$ cat config.mk
export PLATFORM = sky130hd
export DESIGN_NAME = quicksort_descending_sorter_core
export DESIGN_NICKNAME = d
export VERILOG_FILES = /design/src/rtl/qsds_pkg.sv /design/src/rtl/qsds_ram.sv /design/src/rtl/qsds_stack.sv /design/src/rtl/quicksort_descending_sorter_core.sv
export SDC_FILE = /design/constraint.sdc
export NUM_CORES = 2
export LEC_CHECK = 0
export BUFFER_PORTS_ARGS = -buffer_cell sky130_fd_sc_hd__buf_2
export CORE_ASPECT_RATIO = 0.5
export CORE_MARGIN = 4
export CORE_UTILIZATION = 60
export DETAILED_ROUTE_END_ITERATION = 10
export PLACE_DENSITY = 0.81
export SLEW_MARGIN = 10
export SYNTH_ARGS = -nofsm -noshare
export SYNTH_HDL_FRONTEND = slang
export SYNTH_SLANG_ARGS = --single-unit
$ cat constraint.sdc
create_clock -name clk -period 14.56 [get_ports clk]
set_input_delay 0 -clock clk [delete_from_list [all_inputs] [get_ports clk]]
set_output_delay 0 -clock clk [all_outputs]
set_load 0.01 [all_outputs]
$ cat src/rtl/qsds_pkg.sv
// Shared constants and types of the quicksort descending sorter.
package qsds_pkg;

  localparam int DEPTH      = 64;
  localparam int DATA_WIDTH = 16;
  localparam int IDX_W      = $clog2(DEPTH);
  localparam int CNT_W      = $clog2(DEPTH + 1);
  localparam int RANGE_W    = 2 * IDX_W;
  localparam int TDATA_W    = ((DATA_WIDTH + 7) / 8) * 8;

  typedef enum logic [3:0] {
    ST_LOAD,
    ST_INIT,
    ST_POP,
    ST_POPW,
    ST_PIV,
    ST_NEXT,
    ST_CMP,
    ST_SWP,
    ST_SWP2,
    ST_FIN,
    ST_FIN2,
    ST_PUSH1,
    ST_PUSH2,
    ST_OUT_LD,
    ST_OUT_HOLD
  } state_t;

  typedef struct packed {
    logic push;
    logic pop;
    logic clear;
  } stk_ctrl_t;

endpackage

$ cat src/rtl/qsds_ram.sv
// Generic single-clock RAM with one write port and one registered read port.
module qsds_ram #(
  parameter int WIDTH = 16,
  parameter int DEPTH = 64
) (
  input  logic                     clk,
  input  logic                     we,
  input  logic [$clog2(DEPTH)-1:0] waddr,
  input  logic [WIDTH-1:0]         wdata,
  input  logic [$clog2(DEPTH)-1:0] raddr,
  output logic [WIDTH-1:0]         rdata
);

  logic [WIDTH-1:0] mem [DEPTH];

  always_ff @(posedge clk) begin
    if (we) begin
      mem[waddr] <= wdata;
    end
    rdata <= mem[raddr];
  end

endmodule

$ cat src/rtl/qsds_stack.sv
// Range stack: pointer management around a RAM of pending sort ranges.
module qsds_stack (
  input  logic                         clk,
  input  logic                         rst_n,
  input  qsds_pkg::stk_ctrl_t          ctrl,
  input  logic [qsds_pkg::RANGE_W-1:0] push_data,
  output logic [qsds_pkg::RANGE_W-1:0] pop_data,
  output logic                         empty
);

  logic [qsds_pkg::CNT_W-1:0] sp_r;
  logic [qsds_pkg::CNT_W-1:0] sp_nxt;
  logic [qsds_pkg::CNT_W-1:0] sp_dec;
  logic                       full;
  logic                       we;

  assign sp_dec = sp_r - qsds_pkg::CNT_W'(1);
  assign full   = (sp_r == qsds_pkg::CNT_W'(qsds_pkg::DEPTH));
  assign empty  = (sp_r == '0);
  assign we     = ctrl.push && !full;

  always_comb begin
    sp_nxt = sp_r;
    if (ctrl.clear) begin
      sp_nxt = '0;
    end else if (we) begin
      sp_nxt = sp_r + qsds_pkg::CNT_W'(1);
    end else if (ctrl.pop && !empty) begin
      sp_nxt = sp_dec;
    end
  end

  always_ff @(posedge clk) begin
    if (!rst_n) begin
      sp_r <= '0;
    end else begin
      sp_r <= sp_nxt;
    end
  end

  qsds_ram #(
    .WIDTH(qsds_pkg::RANGE_W),
    .DEPTH(qsds_pkg::DEPTH)
  ) u_stack_ram (
    .clk  (clk),
    .we   (we),
    .waddr(sp_r[qsds_pkg::IDX_W-1:0]),
    .wdata(push_data),
    .raddr(sp_dec[qsds_pkg::IDX_W-1:0]),
    .rdata(pop_data)
  );

endmodule

$ cat src/rtl/quicksort_descending_sorter_core.sv
// Loading takes one request per cycle; the sort starts after the request marked last.
// Each partition step reads its compared elements one by one through the single read
// port of the element RAM, and each swap adds the write states ST_SWP and ST_SWP2.
// Sorted results leave one at a time after the sort, each held until out_tready takes it.
// Synchronous active-low reset empties the set and the range stack.
module quicksort_descending_sorter_core (
  input  logic                          clk,
  input  logic                          rst_n,
  input  logic                          in_tvalid,
  output logic                          in_tready,
  input  logic [qsds_pkg::TDATA_W-1:0]  in_tdata,   // [15:0] value
  input  logic                          in_tlast,
  output logic                          out_tvalid,
  input  logic                          out_tready,
  output logic [qsds_pkg::TDATA_W-1:0]  out_tdata,  // [15:0] sorted_value
  output logic                          out_tlast,
  output logic                          out_tuser   // [0] overflow
);

  localparam int IW = qsds_pkg::IDX_W;
  localparam int CW = qsds_pkg::CNT_W;
  localparam int DW = qsds_pkg::DATA_WIDTH;

  qsds_pkg::state_t state_r, state_nxt;

  logic [CW-1:0] count_r, count_nxt;
  logic          ovf_r, ovf_nxt;
  logic [IW-1:0] lo_r, lo_nxt;
  logic [IW-1:0] hi_r, hi_nxt;
  logic [IW-1:0] j_r, j_nxt;
  logic [IW-1:0] slot_r, slot_nxt;
  logic [IW-1:0] k_r, k_nxt;
  logic [DW-1:0] piv_r, piv_nxt;
  logic [DW-1:0] tmp_r, tmp_nxt;
  logic          oval_r, oval_nxt;
  logic [DW-1:0] odata_r, odata_nxt;
  logic          olast_r, olast_nxt;
  logic          oovf_r, oovf_nxt;

  logic          mem_we;
  logic [IW-1:0] mem_waddr;
  logic [DW-1:0] mem_wdata;
  logic [IW-1:0] mem_raddr;
  logic [DW-1:0] mem_rdata;

  qsds_pkg::stk_ctrl_t              stk_ctrl;
  logic [qsds_pkg::RANGE_W-1:0]     stk_push_data;
  logic [qsds_pkg::RANGE_W-1:0]     stk_pop_data;
  logic                             stk_empty;

  logic          in_acc;
  logic          out_acc;
  logic [CW-1:0] last_idx;
  logic [IW-1:0] pop_lo;
  logic [IW-1:0] pop_hi;

  assign in_acc   = in_tvalid && in_tready;
  assign out_acc  = out_tvalid && out_tready;
  assign last_idx = count_r - CW'(1);
  assign pop_lo   = stk_pop_data[IW-1:0];
  assign pop_hi   = stk_pop_data[2*IW-1:IW];

  assign in_tready  = (state_r == qsds_pkg::ST_LOAD);
  assign out_tvalid = oval_r;
  assign out_tdata  = qsds_pkg::TDATA_W'(odata_r);
  assign out_tlast  = olast_r;
  assign out_tuser  = oovf_r;

  always_comb begin
    state_nxt     = state_r;
    count_nxt     = count_r;
    ovf_nxt       = ovf_r;
    lo_nxt        = lo_r;
    hi_nxt        = hi_r;
    j_nxt         = j_r;
    slot_nxt      = slot_r;
    k_nxt         = k_r;
    piv_nxt       = piv_r;
    tmp_nxt       = tmp_r;
    oval_nxt      = oval_r;
    odata_nxt     = odata_r;
    olast_nxt     = olast_r;
    oovf_nxt      = oovf_r;
    mem_we        = 1'b0;
    mem_waddr     = slot_r;
    mem_wdata     = tmp_r;
    mem_raddr     = j_r;
    stk_ctrl      = '0;
    stk_push_data = {hi_r, lo_r};

    unique case (state_r)
      qsds_pkg::ST_LOAD: begin
        if (in_acc) begin
          if (count_r < CW'(qsds_pkg::DEPTH)) begin
            mem_we    = 1'b1;
            mem_waddr = count_r[IW-1:0];
            mem_wdata = in_tdata[DW-1:0];
            count_nxt = count_r + CW'(1);
          end else begin
            ovf_nxt = 1'b1;
          end
          if (in_tlast) begin
            state_nxt = qsds_pkg::ST_INIT;
          end
        end
      end

      qsds_pkg::ST_INIT: begin
        stk_ctrl.clear = 1'b1;
        if (count_r >= CW'(2)) begin
          stk_ctrl.clear = 1'b0;
          stk_ctrl.push  = 1'b1;
          stk_push_data  = {last_idx[IW-1:0], IW'(0)};
        end
        state_nxt = qsds_pkg::ST_POP;
      end

      qsds_pkg::ST_POP: begin
        if (stk_empty) begin
          mem_raddr = '0;
          k_nxt     = '0;
          state_nxt = qsds_pkg::ST_OUT_LD;
        end else begin
          stk_ctrl.pop = 1'b1;
          state_nxt    = qsds_pkg::ST_POPW;
        end
      end

      qsds_pkg::ST_POPW: begin
        lo_nxt    = pop_lo;
        hi_nxt    = pop_hi;
        j_nxt     = pop_lo;
        slot_nxt  = pop_lo;
        mem_raddr = pop_hi;
        if (pop_lo >= pop_hi) begin
          state_nxt = qsds_pkg::ST_POP;
        end else begin
          state_nxt = qsds_pkg::ST_PIV;
        end
      end

      qsds_pkg::ST_PIV: begin
        piv_nxt   = mem_rdata;
        state_nxt = qsds_pkg::ST_NEXT;
      end

      // Reads the next candidate, or the front-part boundary once the scan is done.
      qsds_pkg::ST_NEXT: begin
        if (j_r < hi_r) begin
          mem_raddr = j_r;
          state_nxt = qsds_pkg::ST_CMP;
        end else begin
          mem_raddr = slot_r;
          state_nxt = qsds_pkg::ST_FIN;
        end
      end

      qsds_pkg::ST_CMP: begin
        if ($signed(mem_rdata) >= $signed(piv_r)) begin
          if (slot_r == j_r) begin
            slot_nxt  = slot_r + IW'(1);
            j_nxt     = j_r + IW'(1);
            state_nxt = qsds_pkg::ST_NEXT;
          end else begin
            tmp_nxt   = mem_rdata;
            mem_raddr = slot_r;
            state_nxt = qsds_pkg::ST_SWP;
          end
        end else begin
          j_nxt     = j_r + IW'(1);
          state_nxt = qsds_pkg::ST_NEXT;
        end
      end

      qsds_pkg::ST_SWP: begin
        mem_we    = 1'b1;
        mem_waddr = slot_r;
        mem_wdata = tmp_r;
        tmp_nxt   = mem_rdata;
        state_nxt = qsds_pkg::ST_SWP2;
      end

      qsds_pkg::ST_SWP2: begin
        mem_we    = 1'b1;
        mem_waddr = j_r;
        mem_wdata = tmp_r;
        slot_nxt  = slot_r + IW'(1);
        j_nxt     = j_r + IW'(1);
        state_nxt = qsds_pkg::ST_NEXT;
      end

      qsds_pkg::ST_FIN: begin
        mem_we    = 1'b1;
        mem_waddr = slot_r;
        mem_wdata = piv_r;
        tmp_nxt   = mem_rdata;
        state_nxt = qsds_pkg::ST_FIN2;
      end

      qsds_pkg::ST_FIN2: begin
        mem_we    = 1'b1;
        mem_waddr = hi_r;
        mem_wdata = tmp_r;
        state_nxt = qsds_pkg::ST_PUSH1;
      end

      qsds_pkg::ST_PUSH1: begin
        if (CW'(slot_r) > CW'(lo_r) + CW'(1)) begin
          stk_ctrl.push = 1'b1;
          stk_push_data = {slot_r - IW'(1), lo_r};
        end
        state_nxt = qsds_pkg::ST_PUSH2;
      end

      qsds_pkg::ST_PUSH2: begin
        if (CW'(slot_r) + CW'(1) < CW'(hi_r)) begin
          stk_ctrl.push = 1'b1;
          stk_push_data = {hi_r, slot_r + IW'(1)};
        end
        state_nxt = qsds_pkg::ST_POP;
      end

      qsds_pkg::ST_OUT_LD: begin
        oval_nxt  = 1'b1;
        odata_nxt = mem_rdata;
        olast_nxt = (CW'(k_r) == last_idx);
        oovf_nxt  = ovf_r;
        state_nxt = qsds_pkg::ST_OUT_HOLD;
      end

      qsds_pkg::ST_OUT_HOLD: begin
        if (out_acc) begin
          oval_nxt = 1'b0;
          if (olast_r) begin
            count_nxt      = '0;
            ovf_nxt        = 1'b0;
            stk_ctrl.clear = 1'b1;
            state_nxt      = qsds_pkg::ST_LOAD;
          end else begin
            k_nxt     = k_r + IW'(1);
            mem_raddr = k_r + IW'(1);
            state_nxt = qsds_pkg::ST_OUT_LD;
          end
        end
      end

      default: begin
        state_nxt = qsds_pkg::ST_LOAD;
      end
    endcase
  end

  always_ff @(posedge clk) begin
    if (!rst_n) begin
      state_r <= qsds_pkg::ST_LOAD;
      count_r <= '0;
      ovf_r   <= 1'b0;
      oval_r  <= 1'b0;
    end else begin
      state_r <= state_nxt;
      count_r <= count_nxt;
      ovf_r   <= ovf_nxt;
      oval_r  <= oval_nxt;
    end
  end

  always_ff @(posedge clk) begin
    lo_r    <= lo_nxt;
    hi_r    <= hi_nxt;
    j_r     <= j_nxt;
    slot_r  <= slot_nxt;
    k_r     <= k_nxt;
    piv_r   <= piv_nxt;
    tmp_r   <= tmp_nxt;
    odata_r <= odata_nxt;
    olast_r <= olast_nxt;
    oovf_r  <= oovf_nxt;
  end

  qsds_ram #(
    .WIDTH(qsds_pkg::DATA_WIDTH),
    .DEPTH(qsds_pkg::DEPTH)
  ) u_elem_ram (
    .clk  (clk),
    .we   (mem_we),
    .waddr(mem_waddr),
    .wdata(mem_wdata),
    .raddr(mem_raddr),
    .rdata(mem_rdata)
  );

  qsds_stack u_stack (
    .clk      (clk),
    .rst_n    (rst_n),
    .ctrl     (stk_ctrl),
    .push_data(stk_push_data),
    .pop_data (stk_pop_data),
    .empty    (stk_empty)
  );

endmodule
==> results.sh <==
export IMPL_status="finished clean"
export IMPL_synth_mux_area_share_pct=10.1
export IMPL_yosys_area_share_simple_pct=6.65
export IMPL_setup_violations=0
export IMPL_num_fill_cells=7706
export IMPL_drive_gt1_share_pct=15.5
export IMPL_cpLargestDelayFamily="buffers and inverters"
export IMPL_layout_nets=4710
export IMPL_clk_latency_ns=0.81
export IMPL_hold_viol_final=0
export IMPL_hold_class="primary input to flip-flop"
export IMPL_syn_inst=4585
export IMPL_drt_pass1_iter_count=7
export IMPL_grt_ovfl_total=0
export IMPL_cellPowerDensity_mw_per_mm2=183
export IMPL_ys_top_cells_by_count="edfxtp_1, nand2_1, nor2_1"
export IMPL_synth_top_cell_area_share_pct=73.5
export IMPL_synth_xor_area_share_pct=0.504
export IMPL_gr_usage_all_layers_pct=28.9
export IMPL_grt_max_degree=189
export IMPL_whs_ns=0.0817
export IMPL_synth_ff_type="edfxtp_1"
export IMPL_initial_core_util_pct=60.6
export IMPL_syn_nets=4654
export IMPL_finalCritPeriodShare_pct=48.0
export IMPL_seq_area_frac_synth_pct=74.7
export IMPL_portBuffers=40
export IMPL_synth_edff_count=1872
export IMPL_h_tree_depth=4
export IMPL_yosys_top_cells_area="edfxtp_1, mux4_2, mux2i_1, nand2_1, nand3_1"
export IMPL_area_growth_synth_to_final_pct=10.2
export IMPL_cap_violations=0
export IMPL_drv_slew=0
export IMPL_critical_path_max_fanout=67
export IMPL_synth_most_common_cell="edfxtp_1"
export IMPL_yosysUniqueCellTypes=70
export IMPL_hold_buffers=7
export IMPL_rows=92
export IMPL_async_flop_share_pct=0
export IMPL_cts_buffer_depth=3
export IMPL_end_kind="flip-flop"
export IMPL_avgRoutedWirePerCell_um=29.8
export IMPL_ys_warn_count=0
export IMPL_finalCriticalPeriod_ns=6.99
export IMPL_slowest_delay_ns=1.01
export IMPL_wirelength_mm=193
export IMPL_timing_final_ws_setup_ns=7.57
export IMPL_worstSetupPathType="flip-flop to flip-flop"
export IMPL_tightest_slew_ns=1.26
export IMPL_place_hpwl_mm=110
export IMPL_clock_sinks=1920
export IMPL_slew_headroom_pct=15.9
export IMPL_fp_dieW_um=513
export IMPL_critPathSlowestCell="dfxtp_4"
export IMPL_avgSynthCellArea_um2=16.7
export IMPL_synth_fa_ha_area_share_pct=0.785
export IMPL_grt_pass1_vias=42400
export IMPL_cts_root_buf="clkbuf_16"
export IMPL_setup_tns_final_ns=0
export IMPL_post_cts_buffers=0
export IMPL_post_place_ws_ns=7.65
export IMPL_drtIter0Drc=6545
export IMPL_p_leak_uw=0.0269
export IMPL_grt_pass1_wl_mm=284
export IMPL_cts_tree="yes"
export IMPL_ant_nets=0
export IMPL_numCtsBuffers=157
export IMPL_critPathArrivalTime_ns=7.66
export IMPL_clkTransAtPathRegs_ns=0.07
export IMPL_syn_cell_area_mm2=0.0765
export IMPL_cts_resized=0
export IMPL_yosysTopAreaCell="edfxtp_1"
export IMPL_die_height_um=261
export IMPL_grt_antenna_before_repair=10
export IMPL_vias=43500
export IMPL_gp_congestion=0.934
export IMPL_final_util_pct=66.8
export IMPL_critPathBufInv=3
export IMPL_regArea_mm2=0.0572
export IMPL_timing_fmax_mhz=143
export IMPL_fin_worst_skew_ns=0.0499
export IMPL_path_cells="inv_1, ha_4, nor3b_1, and4b_1, or3_1, o2111ai_1, a21oi_1, a21oi_4, buf_4, buf_4, mux2i_1, o211ai_1, a22oi_1, nand4_1, or3_1"
export IMPL_p_total_uw=15400
export IMPL_core_area_mm2=0.126
export IMPL_ys_seq_elements=1920
export IMPL_dieArea_mm2=0.134
export IMPL_drcViolationCount=0
export IMPL_synth_compound_area_share_pct=5.59
export IMPL_multi_input_area_mm2=0.0185
export IMPL_critPathRequiredTime_ns=15.23
export IMPL_post_drt_via_cell_ratio=6.73
export IMPL_rsz0062_at_grt="false"
export IMPL_ir_drop_mv=0.164
export IMPL_ioPinCount=41
export IMPL_startpoint_type="flip-flop"
export IMPL_synth_top_family_by_area="multiplexers"
## cells by family after synthesis
group | count (synthesis)
flops | 1920
simple gates | 1165
compound gates | 624
mux | 455
buf+inv | 329
fa+ha+maj | 48
xor+xnor | 44
## report_power, final
part	total [uW]	leakage [uW]	switching, uW	internal [uW]
Combinational	4150	0.00718	3000	1140
Clock	4310	0.00249	1980	2340
Sequential	6960	0.0173	157	6810
Total	15400	0.0269	5140	10300
## routing by layer
| metal | wire (um) | GRT usage (%) | vias to the layer above |
|---|---|---|---|
| li1 | - | - | 18200 |
| met1 | 73200 | 40.6 | 22000 |
| met2 | 90500 | 44.7 | 2878 |
| met3 | 22100 | 7.30 | 424 |
| met4 | 6940 | 10.3 | 14 |
| met5 | 88 | 0 | - |
## state kept, by name (all words and copies together), names as in the netlist, 4 cells and up
register	flops
k_r	6
tmp_r	16
j_r	6
out_tdata	16
u_elem_ram.rdata	16
hi_r	6
lo_r	6
u_stack.sp_r	7
u_stack.u_stack_ram.rdata	12
u_stack.u_stack_ram.mem	768
slot_r	6
count_r	7
piv_r	16
state_r	4
u_elem_ram.mem	1024
## worst register-to-register path: cells and delay by family, from the launching register on
kind,cells,cell delay (ns)
buffers and inverters,3,2.07
AO/OA/AOI/OAI,5,1.60
AND/OR/NAND/NOR,5,1.58
flip-flops,1,1.01
multiplexers,1,0.33
adder cells (fa/ha/maj),1,0.27
## through the flow
step           area [um2]  cells
6_report            84400   6460
5_1_grt             84300   6456
4_1_cts             84300   6456
3_5_place_dp        79100   6167
3_3_place_gp        79100   6167
2_1_floorplan       76500   4585
## cell usage in the layout (no fill, tap or decap), types with 32 or more instances in the layout
master     netlist  layout
dfxtp_1         48      47
nand3_1        257     255
a21oi_1        135     134
o211ai_1       100     100
inv_1           52      52
mux2i_1        201     201
buf_2           20      40
clkbuf_16        0     159
a22oi_1         73      72
o22ai_1         65      65
nand2_1        493     477
nor2_1         265     243
mux4_2         252     252
edfxtp_1      1872    1872
o21ai_0         38      32
buf_4            0     122
a211oi_1        54      54
ha_1            48      47
## final timing paths
kind	start	endpoint	slack, ns	depth (start not counted)
setup / recovery	u_stack.sp_r[0]$_SDFFE_PP0P_	u_elem_ram.rdata[12]$_DFF_P_	7.57	15
hold reg to reg	ovf_r$_SDFFE_PN0P_	out_tuser$_DFFE_PP_	0.44	0
hold / removal	rst_n	state_r[1]$_SDFFE_PN0P_	0.08	4
setup reg to reg	u_stack.sp_r[0]$_SDFFE_PP0P_	u_elem_ram.rdata[12]$_DFF_P_	7.57	15
## area by class of cell
class,count,share of cell area [%]
sequential,1920,67.8
clock buffer,193,4.94
antenna,4,0.0119
tap,1692,2.51
inverter,53,0.236
clock inverter,89,1.13
multi-input combinational,2336,21.9
timing repair buffer,173,1.50
No activity file was read; power rests on OpenSTA's default activity.
